<file path="src/rtl/triangle_tangent_frame_defines.svh">
// Assertion macros for the triangle tangent frame block.
// Included by the files that carry concurrent assertions; no other dependencies.
`ifndef TRIANGLE_TANGENT_FRAME_DEFINES_SVH
`define TRIANGLE_TANGENT_FRAME_DEFINES_SVH
`ifndef NO_ASSERTIONS
`define TTF_ASSERT(lbl, clk, rstn, prop, msg) \
    lbl: assert property (@(posedge clk) disable iff (!rstn) prop) else $error(msg);
`define TTF_ASSERT_ALWAYS(lbl, clk, prop, msg) \
    lbl: assert property (@(posedge clk) prop) else $error(msg);
`else
`define TTF_ASSERT(lbl, clk, rstn, prop, msg)
`define TTF_ASSERT_ALWAYS(lbl, clk, prop, msg)
`endif
`endif

</file>
<file path="src/rtl/ttf_pkg.sv">
// Shared types and constants for the triangle tangent frame block.
// Used by ttf_unitize and triangle_tangent_frame; depends on nothing.
`default_nettype none
package ttf_pkg;
    localparam int unsigned WideW = 67;
    localparam int unsigned OperW = 33;
    localparam int unsigned ProdW = 66;

    typedef enum logic [1:0] {
        ST_OK       = 2'd0,
        ST_ZERO_DET = 2'd1,
        ST_ZERO_LEN = 2'd2
    } face_status_t;

    typedef enum logic [2:0] {
        S_IDLE,
        S_MUL,
        S_ACC,
        S_TAN,
        S_BIT,
        S_FINISH
    } state_t;

    typedef enum logic [2:0] {
        U_IDLE,
        U_CHECK,
        U_SHIFT,
        U_SQ,
        U_SQRT,
        U_DIVI,
        U_DIV,
        U_DONE
    } un_state_t;

    typedef struct packed {
        logic done;
        logic ok;
    } un_status_t;
endpackage
`default_nettype wire

</file>
<file path="src/rtl/ttf_unitize.sv">
// Iterative unit that scales a wide three-component vector to a Q2.14 unit vector.
// Uses ttf_pkg for its state and status types.
`default_nettype none
module ttf_unitize (
    input  logic                           aclk,
    input  logic                           aresetn,
    input  logic                           start,
    input  logic signed [ttf_pkg::WideW-1:0] vec_in [3],
    output ttf_pkg::un_status_t            status,
    output logic signed [15:0]             comp_out [3]
);
    import ttf_pkg::*;

    un_state_t state_reg, state_next;
    logic [WideW-1:0] m_reg [3];
    logic             ng_reg [3];
    logic             ok_reg;
    logic [63:0]      sum_reg, s_reg, r_reg, bit_reg;
    logic [47:0]      num_reg;
    logic [15:0]      q_reg;
    logic [3:0]       i_reg;
    logic [1:0]       k_reg;
    logic signed [15:0] out_reg [3];

    logic        any_nz, big, tiny, sq_ge, div_ge;
    logic [63:0] sq_trial;
    logic [59:0] sq_prod;
    logic [47:0] div_trial;
    logic [15:0] q_new;
    logic [31:0] len;

    assign any_nz    = (m_reg[0] != '0) || (m_reg[1] != '0) || (m_reg[2] != '0);
    assign big       = (m_reg[0][WideW-1:30] != '0) || (m_reg[1][WideW-1:30] != '0)
                     || (m_reg[2][WideW-1:30] != '0);
    assign tiny      = !m_reg[0][29] && !m_reg[1][29] && !m_reg[2][29];
    assign sq_prod   = m_reg[k_reg][29:0] * m_reg[k_reg][29:0];
    assign sq_trial  = r_reg + bit_reg;
    assign sq_ge     = s_reg >= sq_trial;
    assign len       = r_reg[31:0];
    assign div_trial = 48'(len) << i_reg;
    assign div_ge    = num_reg >= div_trial;
    assign q_new     = q_reg | (div_ge ? (16'd1 << i_reg) : 16'd0);

    assign status.done = (state_reg == U_DONE);
    assign status.ok   = ok_reg;
    assign comp_out    = out_reg;

    always_comb begin
        state_next = state_reg;
        case (state_reg)
            U_IDLE:  if (start) state_next = U_CHECK;
            U_CHECK: state_next = any_nz ? U_SHIFT : U_DONE;
            U_SHIFT: if (!big && !tiny) state_next = U_SQ;
            U_SQ:    if (k_reg == 2'd2) state_next = U_SQRT;
            U_SQRT:  if (bit_reg[0]) state_next = U_DIVI;
            U_DIVI:  state_next = U_DIV;
            U_DIV:   if (i_reg == 4'd0) state_next = (k_reg == 2'd2) ? U_DONE : U_DIVI;
            U_DONE:  state_next = U_IDLE;
            default: state_next = U_IDLE;
        endcase
    end

    always_ff @(posedge aclk) begin
        if (!aresetn) begin
            state_reg <= U_IDLE;
        end else begin
            state_reg <= state_next;
        end
    end

    always_ff @(posedge aclk) begin
        case (state_reg)
            U_IDLE: begin
                if (start) begin
                    for (int i = 0; i < 3; i++) begin
                        ng_reg[i] <= vec_in[i][WideW-1];
                        m_reg[i]  <= vec_in[i][WideW-1] ? WideW'(-vec_in[i])
                                                        : WideW'(vec_in[i]);
                    end
                end
            end
            U_CHECK: begin
                ok_reg  <= any_nz;
                k_reg   <= 2'd0;
                sum_reg <= '0;
            end
            U_SHIFT: begin
                if (big) begin
                    for (int i = 0; i < 3; i++) m_reg[i] <= m_reg[i] >> 1;
                end else if (tiny) begin
                    for (int i = 0; i < 3; i++) m_reg[i] <= m_reg[i] << 1;
                end
            end
            U_SQ: begin
                sum_reg <= sum_reg + 64'(sq_prod);
                k_reg   <= (k_reg == 2'd2) ? 2'd0 : k_reg + 2'd1;
                if (k_reg == 2'd2) begin
                    s_reg   <= sum_reg + 64'(sq_prod);
                    r_reg   <= '0;
                    bit_reg <= 64'd1 << 62;
                end
            end
            U_SQRT: begin
                if (sq_ge) begin
                    s_reg <= s_reg - sq_trial;
                    r_reg <= (r_reg >> 1) + bit_reg;
                end else begin
                    r_reg <= r_reg >> 1;
                end
                bit_reg <= bit_reg >> 2;
            end
            U_DIVI: begin
                num_reg <= 48'({m_reg[k_reg][29:0], 14'd0}) + 48'(len >> 1);
                q_reg   <= '0;
                i_reg   <= 4'd15;
            end
            U_DIV: begin
                if (div_ge) num_reg <= num_reg - div_trial;
                q_reg <= q_new;
                i_reg <= i_reg - 4'd1;
                if (i_reg == 4'd0) begin
                    out_reg[k_reg] <= ng_reg[k_reg] ? -$signed(q_new) : $signed(q_new);
                    k_reg          <= k_reg + 2'd1;
                end
            end
            default: begin
            end
        endcase
    end
endmodule
`default_nettype wire

</file>
<file path="config.mk">
export PLATFORM = sky130hd
export DESIGN_NAME = ttf_unitize
export DESIGN_NICKNAME = d
export VERILOG_FILES = /design/src/rtl/triangle_tangent_frame_defines.svh /design/src/rtl/ttf_pkg.sv /design/src/rtl/ttf_unitize.sv
export SDC_FILE = /design/constraint.sdc
export NUM_CORES = 2
export LEC_CHECK = 0
export BUFFER_PORTS_ARGS = -buffer_cell sky130_fd_sc_hd__buf_4
export CORE_UTILIZATION = 59
export CTS_CLUSTER_SIZE = 25
export DETAILED_ROUTE_END_ITERATION = 10
export PLACE_DENSITY_LB_ADDON = 0.08
export REMOVE_ABC_BUFFERS = 1
export SLEW_MARGIN = 20
export SYNTH_ARGS = -nofsm -noshare
export SYNTH_HDL_FRONTEND = slang
export SYNTH_SLANG_ARGS = --single-unit
export TNS_END_PERCENT = 10
</file>
<file path="constraint.sdc">
create_clock -name aclk -period 9.2 [get_ports aclk]
set_input_delay 1.84 -clock aclk [delete_from_list [all_inputs] [get_ports aclk]]
set_output_delay 1.84 -clock aclk [all_outputs]
set_load 0.01 [all_outputs]
</file>
==> results.yml <==
final_layout:
  seq_area_mm2: 0.0165
  largest_reg_flops: 201
  final_util_pct: 65.8
  multi_input_area_mm2: 0.0472
  nets: 9246
  nFillCells: 9644
  syn_to_final_growth_pct: 9.97
  drive_gt1_share_pct: 9.27
drt:
  dr.pass1.iters: 8
  drc: 0
  vias: 58042
  ant_nets: 0
  wl_per_cell_um: 23.3
  viasPerCell: 6.18
  dr.first_iter.drc_count: 5914
  wl_mm: 218
clocking:
  clock_latency_ps: 690
  clk_path_buf_depth: 3
  cts_tree: "done"
  root_buffer: "clkbuf_16"
  cts-buffers-inserted: 70
  clkTransAtPathRegs_ps: 60
  cts-htree-levels: 3
  clock-sinks: 552
sta:
  finalCritPeriodShare_pct: 96.7
  relSlewSlack_pct: 19.9
  setup_viol: 0
  rsz0062_at_grt: "yes"
  fmax_ghz: 0.112
  maxSlewViolCount: 0
  clock_skew_ps: 41.6
  finalCriticalPeriod_ps: 8890
  worstMarginPinSlew_ps: 1190
  finalHoldViolations: 0
critical_path:
  cp_slowest_cell: "fa_1"
  crit_type: "reg -> reg"
  cpPeakStageDelay_ps: 550
  start_kind: "register"
  reg2reg_slack_ps: 310
  cp-endpoint: "s_reg[62]"
  crit_top_cell: "fa_1"
  r2r_end: "s_reg[62]"
  rr_worst_depth: 32
  cp.arrival_ps: 9290
  critPathCaptureType: "register"
  crit_path_max_fanout: 11
  cp.required_ps: 9600
grt:
  grt_pass1_wl_mm: 332
  grt_start_max_net_pins: 253
  first_global_vias: 57017
  antenna_found_initial: 12
  track_usage_pct: 36.9
  overflow: 0
yosys:
  ys.flop_type: "edfxtp_1"
  async_flop_share_pct: 0
  ys_seq_elements: 552
  ys_seq_area_share_pct: 24.0
  synth.distinct_cells: 87
  syn_area_mm2: 0.0688
  synth_edf_count: 547
  yosys_warnings: 0
  syn_avg_cell_area_um2: 8.99
  synthCells: 7655
floorplan:
  rows: 124
  core_mm2: 0.115
  num_io_pins: 254
  die_h_um: 344
  die_area_mm2: 0.118
  dieWidth_um: 344
  start_util_pct: 59.9
hold_path:
  hold_path_class: "reg -> reg"
  holdCritStartpoint: "state_reg[1]"
placed_design:
  dp_hpwl_mm: 175
  port_buffers: 253
  gp_congestion: 1.03
flow_run:
  cap_violations: 0
status:
  status: "complete, no violations"
[cells in the mapped netlist, drive strengths merged, types with 16 or more instances]
cell type,number,area [um^2]
o31ai,87,653
and3,69,432
inv,1050,3940
edfxtp,547,16400
ha,465,5820
or2,38,238
a211oi,159,1190
mux2i,78,781
o41ai,33,289
a21boi,16,120
fa,752,15100
a21oi,296,1480
nand2b,38,245
xnor2,203,1780
o21a,59,443
nor2b,43,269
a31oi,88,551
nand4,87,544
nor2,680,2550
xor2,318,2790
and2,55,344
or3,50,323
o211ai,31,233
buf,44,170
a21o,107,803
nand2,876,3290
o21bai,52,390
nor4,83,519
o21ai,513,2570
mux4,22,495
a31o,22,193
nor3,72,360
clkbuf,321,1200
or4,29,233
nand3,94,470
[per-stage QoR]
step                TNS, ps  instances  worst slack [ps]  instance area, um^2  hold WS [ps]
floorplan           -129240       7290             -1050                67500           521
global placement          0       9254               255                73000           549
detailed placement        0       9254              84.1                73000           571
CTS                       0       9379              64.1                75400           581
global route          -52.9       9395             -27.7                75700           605
finish                    0       9395               305                75700           581
[repair_timing]
item	4_1_cts	5_1_grt
endpoints found under the setup margin	0	34
buffers inserted	0	9
hold buffers	0	0
gates resized for setup	0	44
[cell families (layout without fill, tap and decap cells)]
| group | Yosys count | count (layout) | synth area share, % |
|---|---|---|---|
| adder cells (fa/ha/maj) | 1219 | 1219 | 30.4 |
| flip-flops | 552 | 552 | 24.0 |
| multiplexers | 109 | 109 | 2.00 |
| AO/OA/AOI/OAI | 1591 | 1591 | 14.6 |
| other | 0 | 5 | 0 |
| XOR/XNOR | 521 | 521 | 6.63 |
| AND/OR/NAND/NOR | 2243 | 2243 | 14.6 |
| buffers and inverters | 1420 | 1643 | 7.75 |
[layer usage]
metal  track usage (%)  share of wire (%)
met5             0.962              0.058
met4              15.5                4.7
met3              7.01                9.4
met2              58.1                 46
met1              50.1                 40
[critical path: cells and delay by family (launching register included)]
kind / cells / cell delay (ps)
xor+xnor: 1 / 160
mux: 2 / 220
simple gates: 2 / 760
flops: 1 / 380
buf+inv: 9 / 1160
compound gates: 9 / 1650
fa+ha+maj: 9 / 4230
[cell usage in the layout (no fill, tap or decap), drive strengths merged, types with 94 or more instances in the layout]
cell	count
xnor2	203
a211oi	159
a21oi	296
fa	752
edfxtp	547
buf	461
nor2	680
ha	465
o21ai	513
inv	1052
nand2	876
nand3	94
a21o	107
xor2	318
[worst min-delay path by stage]
| stage | slack [ps] | to | depth (start not counted) |
|---|---|---|---|
| floorplan | 520 | register | 2 |
| global placement | 550 | q_reg[15] | 2 |
| detailed placement | 570 | ok_reg | 1 |
| CTS | 580 | ok_reg | 1 |
| global route | 600 | q_reg[15] | 2 |
| finish | 580 | ok_reg | 1 |
[layout make-up]
| cell class | instances | area share (%) |
|---|---|---|
| Clock inverter | 51 | 0.868 |
| Clock buffer | 74 | 2.33 |
| Multi-Input combinational cell | 5683 | 62.3 |
| Sequential cell | 552 | 21.8 |
| Antenna cell | 5 | 0.0165 |
| Tap cell | 1512 | 2.50 |
| Inverter | 1055 | 5.26 |
| Timing Repair Buffer | 463 | 4.88 |
Power is left out: the tool's default activity adds up to more than one toggle a clock period on the data nets, which glitch-free logic cannot reach.
